File: src/design/tdc_pkg.sv
// Shared widths, codes and control bundles for the tilt direction classifier.
`timescale 1ns / 1ps
`default_nettype none
package tdc_pkg;

  localparam int WINDOW     = 8;
  localparam int ELAPSED_W  = 16;
  localparam int ACCEL_W    = 16;
  localparam int PERIOD_W   = 16;
  localparam int THRESH_W   = 15;
  localparam int DIR_W      = 3;
  localparam int CFG_IDX_W  = 1;
  localparam int CFG_DATA_W = 16;

  localparam int CNT_W = (WINDOW > 1) ? $clog2(WINDOW) : 1;
  localparam int SUM_W = ACCEL_W + $clog2(WINDOW);
  localparam int LIM_W = THRESH_W + $clog2(WINDOW + 1);
  localparam int CMP_W = (SUM_W > LIM_W) ? SUM_W : LIM_W;

  localparam logic [PERIOD_W-1:0] PERIOD_RESET = PERIOD_W'(50);
  localparam logic [THRESH_W-1:0] THRESH_RESET = THRESH_W'(1253);
  localparam logic [CNT_W-1:0]    CNT_LAST     = CNT_W'(WINDOW - 1);

  typedef enum logic [CFG_IDX_W-1:0] {
    REG_SAMPLE_PERIOD  = 1'b0,
    REG_TILT_THRESHOLD = 1'b1
  } cfg_reg_t;

  typedef enum logic [DIR_W-1:0] {
    DIR_STAY  = 3'd0,
    DIR_RIGHT = 3'd1,
    DIR_LEFT  = 3'd2,
    DIR_DOWN  = 3'd3,
    DIR_UP    = 3'd4
  } dir_t;

  typedef struct packed {
    logic take;
    logic close;
  } lane_ctl_t;

  typedef struct packed {
    logic adv;
    logic close;
  } merge_ctl_t;

endpackage
`default_nettype wire

File: src/design/tdc_lane.sv
// One axis lane: running window sum and the registered closed-window sum.
`timescale 1ns / 1ps
`default_nettype none
module tdc_lane (
  input  wire logic                              clk,
  input  wire logic                              rst,
  input  wire tdc_pkg::lane_ctl_t                ctl,
  input  wire logic signed [tdc_pkg::ACCEL_W-1:0] sample,
  output logic signed [tdc_pkg::SUM_W-1:0]        win_sum
);
  import tdc_pkg::*;

  logic signed [SUM_W-1:0] sum;
  logic signed [SUM_W-1:0] sum_next;

  assign sum_next = sum + SUM_W'(sample);

  always_ff @(posedge clk) begin
    if (rst) begin
      sum <= '0;
    end else if (ctl.take) begin
      sum <= ctl.close ? '0 : sum_next;
    end
  end

  always_ff @(posedge clk) begin
    if (ctl.take && ctl.close) begin
      win_sum <= sum_next;
    end
  end

endmodule
`default_nettype wire

File: src/design/tdc_merge.sv
// Merge stage: compares the lane sums, holds the current direction, drives the result beat.
`timescale 1ns / 1ps
`default_nettype none
module tdc_merge (
  input  wire logic                               clk,
  input  wire logic                               rst,
  input  wire tdc_pkg::merge_ctl_t                ctl,
  input  wire logic signed [tdc_pkg::SUM_W-1:0]   x_win,
  input  wire logic signed [tdc_pkg::SUM_W-1:0]   y_win,
  input  wire logic [tdc_pkg::THRESH_W-1:0]       threshold,
  output logic [tdc_pkg::DIR_W-1:0]               direction,
  output logic                                    decision_new
);
  import tdc_pkg::*;

  dir_t             current_direction;
  dir_t             decided;
  logic [LIM_W-1:0] lim;
  logic [SUM_W-1:0] x_mag;
  logic [SUM_W-1:0] y_mag;
  logic             x_over;
  logic             y_over;

  always_comb begin
    lim    = LIM_W'(threshold) * LIM_W'(WINDOW);
    x_mag  = x_win[SUM_W-1] ? SUM_W'(-x_win) : SUM_W'(x_win);
    y_mag  = y_win[SUM_W-1] ? SUM_W'(-y_win) : SUM_W'(y_win);
    x_over = CMP_W'(x_mag) > CMP_W'(lim);
    y_over = CMP_W'(y_mag) > CMP_W'(lim);
    if (x_mag > y_mag) begin
      if (!x_over) begin
        decided = DIR_STAY;
      end else begin
        decided = x_win[SUM_W-1] ? DIR_RIGHT : DIR_LEFT;
      end
    end else begin
      if (!y_over) begin
        decided = DIR_STAY;
      end else begin
        decided = y_win[SUM_W-1] ? DIR_UP : DIR_DOWN;
      end
    end
  end

  always_ff @(posedge clk) begin
    if (rst) begin
      current_direction <= DIR_STAY;
    end else if (ctl.adv && ctl.close) begin
      current_direction <= decided;
    end
  end

  always_ff @(posedge clk) begin
    if (ctl.adv) begin
      direction    <= ctl.close ? decided : current_direction;
      decision_new <= ctl.close;
    end
  end

endmodule
`default_nettype wire

File: src/design/tilt_direction_classifier_unit.sv
// Top level of the tilt direction classifier: sample timing, lanes, merge and handshake.
`timescale 1ns / 1ps
`default_nettype none
// Takes one step per clock unless in_stall is high and gives one result beat per step. The
// X and Y lanes update their window sums in the accept cycle of a sampled step (lane stage);
// the merge stage decides on the closed sums as the beat enters its output register. in_stall
// rises only while both the lane stage and the output register hold beats and out_stall
// is high. Register writes through cfg_write/cfg_index/cfg_data take effect at once.
module tilt_direction_classifier_unit (
  input  wire logic                               clk,
  input  wire logic                               rst,
  input  wire logic                               cfg_write,
  input  wire logic [tdc_pkg::CFG_IDX_W-1:0]      cfg_index,
  input  wire logic [tdc_pkg::CFG_DATA_W-1:0]     cfg_data,
  input  wire logic                               in_valid,
  output logic                                    in_stall,
  input  wire logic [tdc_pkg::ELAPSED_W-1:0]      elapsed_ms,
  input  wire logic signed [tdc_pkg::ACCEL_W-1:0] accel_x,
  input  wire logic signed [tdc_pkg::ACCEL_W-1:0] accel_y,
  output logic                                    out_valid,
  input  wire logic                               out_stall,
  output logic [tdc_pkg::DIR_W-1:0]               direction,
  output logic                                    decision_new
);
  import tdc_pkg::*;

  logic [PERIOD_W-1:0]  sample_period_ms;
  logic [THRESH_W-1:0]  tilt_threshold;
  logic [ELAPSED_W-1:0] time_accum;
  logic [ELAPSED_W:0]   time_sum;
  logic [ELAPSED_W-1:0] time_sat;
  logic [CNT_W-1:0]     sample_count;
  logic                 s1_valid;
  logic                 s1_close;
  logic                 out_free;
  logic                 accept;
  logic                 take;
  logic                 close;
  lane_ctl_t            lane_ctl;
  merge_ctl_t           merge_ctl;
  logic signed [SUM_W-1:0] x_win;
  logic signed [SUM_W-1:0] y_win;

  always_ff @(posedge clk) begin
    if (rst) begin
      sample_period_ms <= PERIOD_RESET;
      tilt_threshold   <= THRESH_RESET;
    end else if (cfg_write) begin
      case (cfg_reg_t'(cfg_index))
        REG_SAMPLE_PERIOD:  sample_period_ms <= cfg_data[PERIOD_W-1:0];
        REG_TILT_THRESHOLD: tilt_threshold   <= cfg_data[THRESH_W-1:0];
        default: ;
      endcase
    end
  end

  always_comb begin
    out_free = !out_valid || !out_stall;
    in_stall = s1_valid && !out_free;
    accept   = in_valid && !in_stall;
    time_sum = {1'b0, time_accum} + {1'b0, elapsed_ms};
    time_sat = time_sum[ELAPSED_W] ? '1 : time_sum[ELAPSED_W-1:0];
    take     = accept && (time_sat >= sample_period_ms);
    close    = take && (sample_count == CNT_LAST);
    lane_ctl.take   = take;
    lane_ctl.close  = close;
    merge_ctl.adv   = s1_valid && out_free;
    merge_ctl.close = s1_close;
  end

  always_ff @(posedge clk) begin
    if (rst) begin
      time_accum   <= '0;
      sample_count <= '0;
    end else if (accept) begin
      time_accum <= take ? '0 : time_sat;
      if (take) begin
        sample_count <= close ? '0 : sample_count + CNT_W'(1);
      end
    end
  end

  always_ff @(posedge clk) begin
    if (rst) begin
      s1_valid  <= 1'b0;
      out_valid <= 1'b0;
    end else begin
      if (accept || out_free) begin
        s1_valid <= accept;
      end
      if (out_free) begin
        out_valid <= s1_valid;
      end
    end
  end

  always_ff @(posedge clk) begin
    if (accept) begin
      s1_close <= close;
    end
  end

  tdc_lane u_lane_x (
    .clk     (clk),
    .rst     (rst),
    .ctl     (lane_ctl),
    .sample  (accel_x),
    .win_sum (x_win)
  );

  tdc_lane u_lane_y (
    .clk     (clk),
    .rst     (rst),
    .ctl     (lane_ctl),
    .sample  (accel_y),
    .win_sum (y_win)
  );

  tdc_merge u_merge (
    .clk          (clk),
    .rst          (rst),
    .ctl          (merge_ctl),
    .x_win        (x_win),
    .y_win        (y_win),
    .threshold    (tilt_threshold),
    .direction    (direction),
    .decision_new (decision_new)
  );

  a_stall_only_when_full: assert property (@(posedge clk) disable iff (rst)
    in_stall |-> (s1_valid && out_valid && out_stall))
    else $error("input stalled with room downstream");

  a_time_cleared_on_sample: assert property (@(posedge clk) disable iff (rst)
    take |=> (time_accum == '0))
    else $error("time not cleared after sample");

  a_count_holds_when_idle: assert property (@(posedge clk) disable iff (rst)
    !accept |=> $stable(sample_count))
    else $error("sample count moved without a beat");

  a_count_in_window: assert property (@(posedge clk) disable iff (rst)
    sample_count <= CNT_LAST)
    else $error("sample count beyond window");

endmodule
`default_nettype wire

File: config.mk
export PLATFORM = sky130hd
export DESIGN_NAME = tilt_direction_classifier_unit
export DESIGN_NICKNAME = d
export VERILOG_FILES = /design/src/design/tdc_pkg.sv /design/src/design/tdc_lane.sv /design/src/design/tdc_merge.sv /design/src/design/tilt_direction_classifier_unit.sv
export SDC_FILE = /design/constraint.sdc
export NUM_CORES = 1
export LEC_CHECK = 0
export BUFFER_PORTS_ARGS = -buffer_cell sky130_fd_sc_hd__buf_2
export CORE_MARGIN = 3
export CORE_UTILIZATION = 55
export DETAILED_ROUTE_END_ITERATION = 16
export PLACE_DENSITY = 0.8
export SETUP_SLACK_MARGIN = 0.1
export SLEW_MARGIN = 20
export SYNTH_ARGS = -nofsm -noshare
export SYNTH_HDL_FRONTEND = slang
export SYNTH_SLANG_ARGS = --single-unit
File: constraint.sdc
create_clock -name clk -period 6.1 [get_ports clk]
set_clock_uncertainty 0.2 [all_clocks]
set_input_delay 0.915 -clock clk [delete_from_list [all_inputs] [get_ports clk]]
set_output_delay 0.915 -clock clk [all_outputs]
set_load 0.02 [all_outputs]
-- Word level (Yosys, flattened, before mapping)
Index checks and enable logic that the tools add are counted.
- register bits: 136
- bits in latches: 0
- bits in writable memories: 0
- bits in read-only memories: 0
- input bits: 70
- output and inout port bits: 6
- logic and storage cells: 55
- memories kept: 0
- add/sub/neg operators: 6
- multiply operators: 0
- div/mod/pow operators: 0
- order comparisons: 4
- equality and inequality tests: 1
- shift operators: 0
- mux-type cells: 13
- bitwise gates (word level): 1
- reduce and logical (&&, ||, !) cells: 16
- operators with widths (operator ; number):
    19-bit 2-to-1 mux ; 4
    19-bit by 16-bit adder with 19-bit output ; 2
    19-bit by 18-bit > comparator with 1-bit output ; 2
    19-bit negation ; 2
    16-bit 2-to-1 mux ; 2
    19-bit > comparator ; 1
    3-bit 2-to-1 mux ; 6
    16-bit by 16-bit adder with 17-bit output ; 1
    16-bit greater-or-equal comparator ; 1
    1-bit logical AND ; 7
    2-bit AND reduction ; 3
    1-bit zero test ; 4
    3-bit by 1-bit adder with 3-bit output (second input constant) ; 1
    3-bit equality test (second input constant) ; 1
    1-bit logical OR ; 2
    2-bit 2-to-1 mux ; 1
    1-bit inverter ; 1

-- Longest topological paths before layout
Gate-level depths: netlist of the first run.
- depth after elaboration: 9
- mapped depth: 20
- mapped depth without buffers: 18

-- Modules after synthesis
From an unflattened synthesis of the first run, not the netlist that was laid out.
- cell total of the unflattened synthesis: 1127
- area, all modules: 9870.7 µm²
- by module, submodules not included (module ; instances ; cells each ; area an instance (µm²) ; sequential area each (µm²)):
    tilt_direction_classifier_unit ; 1 ; 397 ; 3214.3 ; 1071.0
    tdc_merge ; 1 ; 299 ; 2263.4 ; 180.2
    tdc_lane at u_lane_y ; 1 ; 218 ; 2200.9 ; 950.9
    tdc_lane at u_lane_x ; 1 ; 213 ; 2192.1 ; 950.9

-- Worst setup path after synthesis of the first run
No wires, ideal clock.
- path type: input to register
- start point: input elapsed_ms[0] (netlist bit)
- end point: register u_lane_x.win_sum[0] (netlist bit) (enable)
- setup time: 0.399 ns
- data arrival time: 5.634 ns
- data required time: 5.501 ns
- path slack: -0.133 ns
- stages on the path: 18
- cell sequence: ha_1 -> fa_1 -> a21o_1 -> a21oi_1 -> o21bai_1 -> nand2_1 -> o211ai_1 -> a311oi_2 -> buf_2 -> nand2_1 -> ha_1 -> nand2_1 -> nor4_1 -> o41ai_2 -> a21oi_1 -> clkbuf_1 -> clkbuf_1 -> and2_1
- longest elaborated chain between the ends: 6
- RTL lines (item ; RTL line ; text):
    from (decl) ; tilt_direction_classifier_unit.sv:17 ; input wire logic [tdc_pkg::ELAPSED_W-1:0] elapsed_ms,
    16-bit by 16-bit adder with 17-bit output ; tilt_direction_classifier_unit.sv:61 ; time_sum = {1'b0, time_accum} + {1'b0, elapsed_ms};
    16-bit 2-to-1 mux ; tilt_direction_classifier_unit.sv:62 ; time_sat = time_sum[ELAPSED_W] ? '1 : time_sum[ELAPSED_W-1:0];
    16-bit greater-or-equal comparator ; tilt_direction_classifier_unit.sv:63 ; take = accept && (time_sat >= sample_period_ms);
    1-bit logical AND ; tilt_direction_classifier_unit.sv:63 ;
    1-bit logical AND ; tilt_direction_classifier_unit.sv:64 ; close = take && (sample_count == CNT_LAST);
    named net close ; tilt_direction_classifier_unit.sv:38 ; logic close;
    1-bit logical AND ; tdc_lane.sv:27 ; if (ctl.take && ctl.close) begin
    to (signal assigned) ; tdc_lane.sv:28 ; win_sum <= sum_next;
    to (decl) ; tdc_lane.sv:9 ; output logic signed [tdc_pkg::SUM_W-1:0] win_sum
The timed path passes the listed nets, and every way through them passes these cells.
A chain may end at the register's enable or synchronous reset.

-- Worst setup path in the final report of the first run
- start point: input elapsed_ms[0] (netlist bit)
- end point: register u_lane_y.sum[15]
- longest elaborated chain between the ends: 6
- RTL lines (item ; RTL line ; text):
    16-bit by 16-bit adder with 17-bit output * ; tilt_direction_classifier_unit.sv:61 ;
    16-bit 2-to-1 mux * ; tilt_direction_classifier_unit.sv:62 ;
    16-bit greater-or-equal comparator * ; tilt_direction_classifier_unit.sv:63 ;
    1-bit logical AND * ; tilt_direction_classifier_unit.sv:63 ;
    1-bit logical AND ; tilt_direction_classifier_unit.sv:64 ;
    19-bit 2-to-1 mux ; tdc_lane.sv:22 ; sum <= ctl.close ? '0 : sum_next;
    to (signal assigned) ; tdc_lane.sv:22 ;
    to (decl) ; tdc_lane.sv:13 ; logic signed [SUM_W-1:0] sum;
Mark *: on every way between the ends. The rest lies on a longest branch, timed or not.

==> out/metrics.csv, run 1 <==
metric,value,unit
clk slew on worst S/H paths,60,ps
internal power,2410,µW
share of cells above drive strength 1,11.6,%
Final Hold Vio Count,0,
Syn. warnings,0,
CTS tree,built,
largest net degree at the start of global routing,42,
DRT iter0 DRCs,548,
clk_lat worst skew,430,ps
row cnt,47,
Cell variety after synth,71,
setup TNS,0,ps
CP top delay family,compound AO/OA/AOI/OAI gates,
crit-path max FO,41,
PD cells,362,nW/µm²
fin area,10800,µm²
Syn Nets,1290,
DIE AREA,19200,µm²
Hold Path Class,flip-flop to flip-flop,
DP Area,10300,µm²
CTS HTree Levels,4,
period utilization,91.2,%
total number of vias,8100,
Core ar.,16900,µm²
vias in the first global route,7852,
overall routed net length,22400,µm
Port Buffer Count,75,
status,"finished, final reports clean",
Total Routing Usage GR,23.6,%
total power,3920,µW
Sink Count,136,
sequential power share,31.6,%
"FF+latch count, synth",136,
Sw Share,38.5,%
async set or reset register ratio after synthesis,0,%
HPWL Detailed,17300,µm
post-synthesis mux area share,2.36,%
DRC errors left,0,
fillers,1404,
Critical Path End Type,flip-flop,
Required @ worst endpoint,6260,ps
Starting Density,57.2,%
First-pass DRT Iterations,5,
"EDFF count, synth",43,
RSZ-0062 raised after global routing,no,
Ports,76,
CP cell instances,"buf_2, ha_1, fa_1, a21o_1, a21oi_1, o21bai_1, nand2_1, o211ai_1, a311oi_2, buf_4, a21bo_2, ha_1, or4_1, a21oi_1, o21ai_1, a31oi_1, a21oi_4, buf_4, nor2_2, a22o_1",
FMAX,0.180,GHz
Avg Vias per Cell,5.80,
NetSw,1510,µW
Worst Tran Pin Value,1070,ps
Post-CTS Resized,0,
CTS buffer count,17,
Pins Over Slew Limit,0,
Crit path largest cell delay,520,ps
peak supply drop,0.000258,V
n_diodes,0,
Post-Syn Instances,1096,
Post-Synth Adder-Cell Area,16.2,%
post-CTS setup buffer count,0,
Clock Root Buffer,clkbuf_16,
Main synth FF type,dfxtp_1,
min cycle time layout,5560,ps
max cap viols,0,
Synth Area in Compound Gates,18.4,%
sequential-to-total area share from yosys stat,32.5,%
placer congestion estimate,0.960,
die height,139,µm
first-pass GRT wire length,37800,µm
hold buffers post-CTS,0,
slowest stage cell on the critical path,or4_1,
Setup Viol. Count Final,0,
Logic pwr share,43.0,%
Synth Area in Simple Gates,18.8,%
initial antenna violation count,0,
final-stage net count,1358,
synthesized area per cell,8.84,µm²
max_slew headroom,28.2,%
Post-Synth XOR/XNOR Area,6.87,%
Syn Std Cell Area,9690,µm²
GR Overflow Total,0,
DIE WIDTH,139,µm
clock power share,25.4,%
Final ANT Viol Nets,0,
Routed WL per cell,16.0,µm
CTS Buffer Depth,2,
Buf/Inv on CP,3,
CP Class,primary input to flip-flop,
crit start category,primary input,
Area Growth Syn to Fin,11.9,%
Leak,0.00469,µW
Hold Slack,258,ps
CP Data Arrival Time,5730,ps
main combinational cell family by area after synthesis,simple AND/OR/NAND/NOR gates,
[flip-flops by register name, indices dropped and copies added, names as in the netlist]
signal and flops:
out_valid 1, s1_close 1, s1_valid 1, sample_count 3
sample_period_ms 16, tilt_threshold 15, time_accum 16, u_lane_x.sum 19
u_lane_x.win_sum 19, u_lane_y.sum 19, u_lane_y.win_sum 19, u_merge.current_direction 3
u_merge.decision_new 1, u_merge.direction 3
[layer usage]
layer | up-vias | wire length, µm | part of all wire (%) | GRT usage, %
met4 | 0 | 340 | 1.5 | 5.77
met3 | 27 | 1420 | 6.3 | 4.66
met2 | 235 | 10300 | 46 | 38.5
li1 | 4077 | - | - | -
met5 | - | 0 | 0 | 0
met1 | 3761 | 10300 | 46 | 32.6
[worst min-delay path, cell delays in order, from the launching register on]
cell and delay (ps):
dfxtp_1 310, nand2_1 50, a21oi_1 50
[worst paths after layout]
path / from / endpoint / slack (ps) / depth (start not counted)
max: elapsed_ms[0] / u_lane_y.sum[15]$_SDFFE_PP0P_ / 540 / 20
min: tilt_threshold[9]$_SDFFE_PP0P_ / tilt_threshold[9]$_SDFFE_PP0P_ / 260 / 2
max reg2reg: time_accum[0]$_SDFFE_PP0P_ / u_lane_y.sum[15]$_SDFFE_PP0P_ / 800 / 19
min reg2reg: tilt_threshold[9]$_SDFFE_PP0P_ / tilt_threshold[9]$_SDFFE_PP0P_ / 260 / 2
[cell usage in the layout, fill, tap and decap left out, types with 11 or more instances in the layout]
cell type / synthesis / routed
a21o_1: 19 / 19
a22o_1: 23 / 23
nor2_1: 71 / 71
o21ai_0: 28 / 28
nand3b_1: 15 / 15
nand4_1: 16 / 16
nor3_1: 11 / 11
nor2b_1: 29 / 28
inv_1: 86 / 86
nand3_1: 22 / 22
ha_1: 121 / 121
xor2_1: 19 / 19
mux2i_1: 18 / 18
buf_2: 3 / 75
xnor2_1: 57 / 57
a21oi_1: 91 / 90
nand2_1: 109 / 109
clkbuf_16: 0 / 17
edfxtp_1: 43 / 43
a211oi_1: 13 / 13
nand2b_1: 28 / 28
dfxtp_1: 93 / 93
o31ai_1: 11 / 11
[Yosys cell counts, drive strengths merged, types with 5 or more instances]
cell type	instances	area, µm²
ha	121	1510
nand2	109	409
dfxtp	93	1860
a21oi	91	455
inv	86	323
nor2	73	279
xnor2	57	499
edfxtp	43	1290
o21ai	37	185
nor2b	29	181
nand2b	28	175
clkbuf	25	93.8
a22o	23	201
nand3	22	110
a21o	19	143
xor2	19	166
mux2i	18	180
nand4	16	100
a211oi	15	123
nand3b	15	113
nor3	11	55.1
o31ai	11	82.6
and2	9	56.3
or4	9	78.8
buf	7	37.5
o211ai	7	52.6
o41ai	7	68.8
or3	7	43.8
a211o	6	52.6
a31oi	6	37.5
nor4	6	67.6
or2	6	37.5
a21boi	5	37.5
nand4b	5	43.8
o21a	5	37.5
[power by group through the flow]
stage / logic, µW / registers (µW) / clock network [µW]
final: 1690 / 1240 / 998
after global routing: 1900 / 1250 / 1050
after CTS: 1680 / 1240 / 1010
after detailed placement: 1650 / 1260 / 0
after global placement: 1610 / 1250 / 0
after floorplan: 1290 / 1220 / 0
[kinds of logic (layout without fill, tap and decap cells)]
| family | count (synthesis) | in the layout |
|---|---|---|
| fa+ha+maj | 124 | 124 |
| simple gates | 354 | 354 |
| mux | 22 | 22 |
| flops | 136 | 136 |
| compound gates | 265 | 265 |
| buf+inv | 119 | 200 |
| xor+xnor | 76 | 76 |
[final cells by class]
| cell class | count | area (µm²) | share of cell area [%] |
|---|---|---|---|
| multi-input cells | 841 | 6090 | 56.2 |
| flip-flops and latches | 136 | 3150 | 29.1 |
| clock buffers | 17 | 425 | 3.92 |
| repair buffers | 81 | 420 | 3.88 |
| inverters | 87 | 327 | 3.01 |
| well taps | 220 | 275 | 2.54 |
| clock inverters | 15 | 148 | 1.36 |
[per-stage QoR]
step / worst slack (ps) / util [%] / std cells
2_1_floorplan: 266 / - / 1096
3_3_place_gp: 317 / 60.6 / 1365
3_5_place_dp: 187 / 60.6 / 1365
4_1_cts: 594 / 64.0 / 1397
5_1_grt: 264 / 64.0 / 1397
6_report: 536 / 64.0 / 1397
Power figures use the tool's default switching activity.
==> run 2: changes to the inputs <==
==> constraint.sdc (replaced) <==
create_clock -name clk -period 6.1 [get_ports clk]
set_clock_uncertainty 0.2 [all_clocks]
set_input_delay 1.22 -clock clk [delete_from_list [all_inputs] [get_ports clk]]
set_output_delay 1.22 -clock clk [all_outputs]
set_load 0.02 [all_outputs]
==> run 2 against run 1 <==
Sequential cell count stayed put; core utilization is 0.30 points higher; hold slack worse by 0.60 ps; die area stayed put; combinational power hardly changed; register-to-register slack better by 230 ps; global-route usage hardly changed; clock-buffer cell count stayed put; sequential share of layout area is 0.13 points lower; wire length is 2.1% higher; largest cell class unchanged.
==> out/metrics.csv, run 2 (same netlist as run 1, synthesis figures left out) <==
metric,value,unit
status,"finished, final reports clean",
vias in the first global route,7750,
Hold Crit Start,tilt_threshold[11]$_SDFFE_PP0P_,
"commonest non-fill, non-tap cells in the layout","121 x ha_1, 109 x nand2_1, 93 x dfxtp_1, 90 x a21oi_1, 86 x inv_1",
hold buffers post-CTS,0,
Pins Over Slew Limit,0,
CP Data Arrival Time,5820,ps
crit-path max FO,16,
Critical Path Start,elapsed_ms[0],
share of cells above drive strength 1,11.7,%
CTS HTree Levels,4,
"commonest non-fill, non-tap cell in the layout",ha_1,
CP top delay family,compound AO/OA/AOI/OAI gates,
DRT iter0 DRCs,485,
min cycle time layout,5650,ps
placer congestion estimate,0.943,
Place WS,-12.6,ps
CTS tree,built,
Total Routing Usage GR,23.6,%
Final WS setup,451,ps
dpl cells,1367,
clk_lat worst skew,440,ps
DIE AREA,19200,µm²
Worst Reg2Reg Path Length in Cells,18,
Critical Path End Type,flip-flop,
total number of vias,8138,
fillers,1385,
FMAX,0.177,GHz
Crit path largest cell delay,510,ps
die height,139,µm
peak supply drop,0.000280,V
Starting Density,57.2,%
Final ANT Viol Nets,0,
final std cells w/o fill,1399,
clk slew on worst S/H paths,60,ps
HPWL Detailed,17600,µm
overall routed net length,22900,µm
max_slew headroom,46.2,%
Setup Viol. Count Final,0,
n_diodes,0,
PD cells,364,nW/µm²
Routed WL per cell,16.4,µm
Clock Root Buffer,clkbuf_16,
RSZ-0062 raised after global routing,no,
max cap viols,0,
CTS Buffer Depth,2,
DIE WIDTH,139,µm
Area Growth Syn to Fin,12.4,%
R2R Path Start,time_accum[0]$_SDFFE_PP0P_,
First-pass DRT Iterations,5,
slowest stage cell on the critical path,or4_1,
CP cell instances,"buf_2, ha_1, fa_1, a21o_1, a21oi_1, o21bai_1, nand2_1, o211ai_1, a311oi_2, buf_4, a21bo_2, ha_1, or4_1, a21oi_1, o21ai_1, a31oi_1, nand3_1, clkinv_1, a22o_1",
Worst Tran Pin Value,787,ps
Worst Hold Depth,2,
Leak,0.00471,µW
Core ar.,16900,µm²
DRC errors left,0,
row cnt,47,
Worst path depth,19,
Final Hold Vio Count,0,
initial antenna violation count,0,
Hold Path Class,flip-flop to flip-flop,
multi-input logic area,6100,µm²
final-stage net count,1360,
Ports,76,
CTS buffer count,17,
CP Class,primary input to flip-flop,
period utilization,92.6,%
Port Buffer Count,75,
first-pass GRT wire length,37600,µm
Avg Vias per Cell,5.82,
Required @ worst endpoint,6270,ps
Sink Count,136,
GR Overflow Total,0,
Buf/Inv on CP,3,
crit start category,primary input,
Reg area,3150,µm²
largest net degree at the start of global routing,40,
[run 2: changes by cell type in the layout (fill, tap and decap cells not counted), moves of 2 or more]
cell | previous run | this run
clkinv_4 | 3 | 7
clkinv_1 | 1 | 3
bufinv_16 | 0 | 2
inv_6 | 6 | 3
inv_8 | 4 | 1
[run 2: what timing repair did]
item | in CTS | in global routing
endpoints found under the setup margin | 0 | 10
setup buffers | 0 | 0
resized for setup | 0 | 1
[run 2: final cells by class]
type	instances	area share (%)
sequential	136	29.0
clock buffer	17	3.91
clock inverter	15	1.53
timing repair buffer	83	4.11
multi-input combinational	841	56.0
inverter	87	3.00
tap	220	2.53
[run 2: final timing paths]
| kind | slack [ps] | end |
|---|---|---|
| worst max-delay path | 450 | time_accum[7]$_SDFFE_PP0P_ |
| worst min register to register | 260 | tilt_threshold[11]$_SDFFE_PP0P_ |
| worst max register to register | 1030 | time_accum[7]$_SDFFE_PP0P_ |
| worst min-delay path | 260 | tilt_threshold[11]$_SDFFE_PP0P_ |
[run 2: report_power, final]
group	switching (µW)	total, µW	internal [µW]
clock network	426	1030	609
registers	95.9	1240	1140
logic	960	1690	732
total	1480	3960	2480
[run 2: per-layer routing]
metal  global-route usage [%]  vias to the layer above  wire [µm]
met1                     32.9                     3803      10800
met3                     4.38                       25       1320
met4                     6.69                        0        333
li1                         -                     4080          -
met2                     37.8                      230      10500
met5                        0                        -          0
[run 2: metrics by stage]
| step | hold slack [ps] | util [%] | setup TNS [ps] | cell area, µm² | total power [µW] |
|---|---|---|---|---|---|
| global route | 273 | 64.3 | 0 | 10900 | 4230 |
| finish | 257 | 64.3 | 0 | 10900 | 3960 |
| global placement | 243 | 60.8 | 0 | 10300 | 2870 |
| floorplan | 229 | - | 0 | 9690 | 2510 |
| CTS | 256 | 64.3 | 0 | 10900 | 3950 |
| detailed placement | 247 | 60.8 | -70.4 | 10300 | 2900 |
[run 2: worst register-to-register path: stages (launching register included)]
cell,delay [ps]
dfxtp_1,330
ha_1,220
fa_1,410
a21o_1,190
a21oi_1,250
o21bai_1,130
nand2_1,110
o211ai_1,170
a311oi_2,330
buf_4,250
a21bo_2,260
ha_1,170
or4_1,510
a21oi_1,130
o21ai_1,80
a31oi_1,390
nand3_1,340
clkinv_1,360
a22o_1,200
==> run 3: changes to the inputs <==
--- a/config.mk
+++ b/config.mk
@@ -10,6 +10,7 @@
 export CORE_UTILIZATION = 55
 export DETAILED_ROUTE_END_ITERATION = 16
 export PLACE_DENSITY = 0.8
+export REMOVE_ABC_BUFFERS = 1
 export SETUP_SLACK_MARGIN = 0.1
 export SLEW_MARGIN = 20
 export SYNTH_ARGS = -nofsm -noshare
==> run 3 against run 2 <==
Sequential cell count unchanged; largest power group unchanged; fmax is 1.5% higher; core utilization is 0.36 points higher; hold slack got worse by 1.0 ps; wire length rose by 0.76%; total power grew 2.1%; register-to-register slack gained 70 ps.
==> out/metrics.csv, run 3 (same netlist as run 1, synthesis figures left out) <==
metric,value,unit
GRT met2 Usage,40.1,%
Core ar.,16900,µm²
overall routed net length,23100,µm
CP Data Arrival Time,5720,ps
vias in the first global route,7866,
Leak,0.00474,µW
Hold Slack,256,ps
Starting Density,57.2,%
DIE WIDTH,139,µm
Sink Count,136,
Clock Root Buffer,clkbuf_16,
Area Growth Syn to Fin,13.0,%
Critical Path End Type,flip-flop,
fin area,11000,µm²
Buf/Inv on CP,3,
status,"finished, final reports clean",
Post-CTS Resized,0,
GR met1 Demand/Resource,31.1,%
CP cell instances,"buf_2, ha_1, fa_1, a21o_1, a21oi_1, o21bai_1, nand2_1, o211ai_1, a311oi_2, buf_4, nand2b_1, ha_1, a21o_1, a211oi_1, nor2_1, o41ai_2, a21oi_4, buf_12, nor2_2, a22o_1",
Hold Path Class,flip-flop to flip-flop,
DIE AREA,19200,µm²
clk_lat worst skew,420,ps
max cap viols,0,
Worst Tran Pin Value,722,ps
DRC errors left,0,
First-pass DRT Iterations,5,
crit start category,primary input,
HPWL Detailed,17700,µm
initial antenna violation count,0,
max_slew headroom,50.6,%
grt met3 use,4.52,%
final-stage net count,1362,
clk slew on worst S/H paths,60,ps
period utilization,91.2,%
Avg Vias per Cell,5.81,
grt peak-use layer,met2,
first-pass GRT wire length,37500,µm
"commonest non-fill, non-tap cells in the layout","121 x ha_1, 109 x nand2_1, 93 x dfxtp_1, 90 x a21oi_1, 86 x inv_1",
CTS Buffer Depth,2,
slowest stage cell on the critical path,o41ai_2,
CTS buffer count,17,
Place WS,164,ps
PD cells,369,nW/µm²
FMAX,0.180,GHz
Ports,76,
CTS HTree Levels,4,
n_diodes,0,
die height,139,µm
min cycle time layout,5560,ps
Final ANT Viol Nets,0,
CTS tree,built,
Final WS setup,537,ps
post-CTS setup buffer count,0,
RSZ-0062 raised after global routing,no,
DP Area,10300,µm²
"commonest non-fill, non-tap cell in the layout",ha_1,
hold buffers post-CTS,0,
CP top delay family,compound AO/OA/AOI/OAI gates,
Setup Viol. Count Final,0,
fillers,1403,
peak supply drop,0.000261,V
Total Routing Usage GR,23.6,%
Pins Over Slew Limit,0,
row cnt,47,
GR Overflow Total,0,
total number of vias,8144,
DRT iter0 DRCs,581,
Final Hold Vio Count,0,
largest net degree at the start of global routing,43,
Crit path largest cell delay,530,ps
share of cells above drive strength 1,11.5,%
placer congestion estimate,0.920,
Port Buffer Count,75,
CP Class,primary input to flip-flop,
Required @ worst endpoint,6260,ps
Routed WL per cell,16.5,µm
crit-path max FO,41,
==> run 3: changes by cell type in the layout (fill, tap and decap cells not counted), sizes merged <==
cell / delta
buf: +2
clkinv: -5
clkbuf: +5
bufinv: +2
inv: -2
==> run 3: path summary, 6_finish.rpt <==
path | slack, ps | startpoint | cells past startpoint | end
setup / recovery | 540 | elapsed_ms[0] | 20 | u_lane_x.sum[15]$_SDFFE_PP0P_
hold / removal | 260 | sample_period_ms[14]$_SDFFE_PP0P_ | 2 | sample_period_ms[14]$_SDFFE_PP0P_
setup reg to reg | 1100 | time_accum[0]$_SDFFE_PP0P_ | 19 | u_lane_x.sum[15]$_SDFFE_PP0P_
hold reg to reg | 260 | sample_period_ms[14]$_SDFFE_PP0P_ | 2 | sample_period_ms[14]$_SDFFE_PP0P_
==> run 3: power breakdown <==
part           leakage [µW]  total, µW  internal, µW  switching, µW
logic               0.00328       1690           741            953
registers           0.00115       1240          1140            103
clock network      0.000308       1110           711            397
==> run 3: tightest hold or removal path: cells and delay by family, from the launching register on <==
| kind | cells | cell delay (ps) |
|---|---|---|
| AOI/OAI and AO/OA | 1 | 50 |
| and+or+nand+nor | 1 | 50 |
| DFF | 1 | 310 |
==> run 3: area by class of cell <==
| class | count | area (µm²) | share of cell area (%) |
|---|---|---|---|
| repair buffers | 85 | 475 | 4.34 |
| well taps | 220 | 275 | 2.51 |
| clock buffers | 22 | 465 | 4.25 |
| inverters | 87 | 327 | 2.98 |
| clock inverters | 10 | 165 | 1.51 |
| flip-flops and latches | 136 | 3150 | 28.8 |
| multi-input cells | 841 | 6090 | 55.6 |
==> run 3: stage by stage <==
stage	utilization [%]	TNS, ps	cells	power, µW
finish	64.7	0	1401	4050
global route	64.7	0	1401	4310
CTS	64.6	0	1401	4050
detailed placement	60.9	0	1369	2920
global placement	60.9	0	1369	2870
floorplan	-	-107900	1064	2500
==> run 3: metal layers <==
layer  wire, µm  share of wire [%]
met3       1230                5.3
met5          0                  0
met1      10700                 46
met4        308                1.3
met2      10800                 47
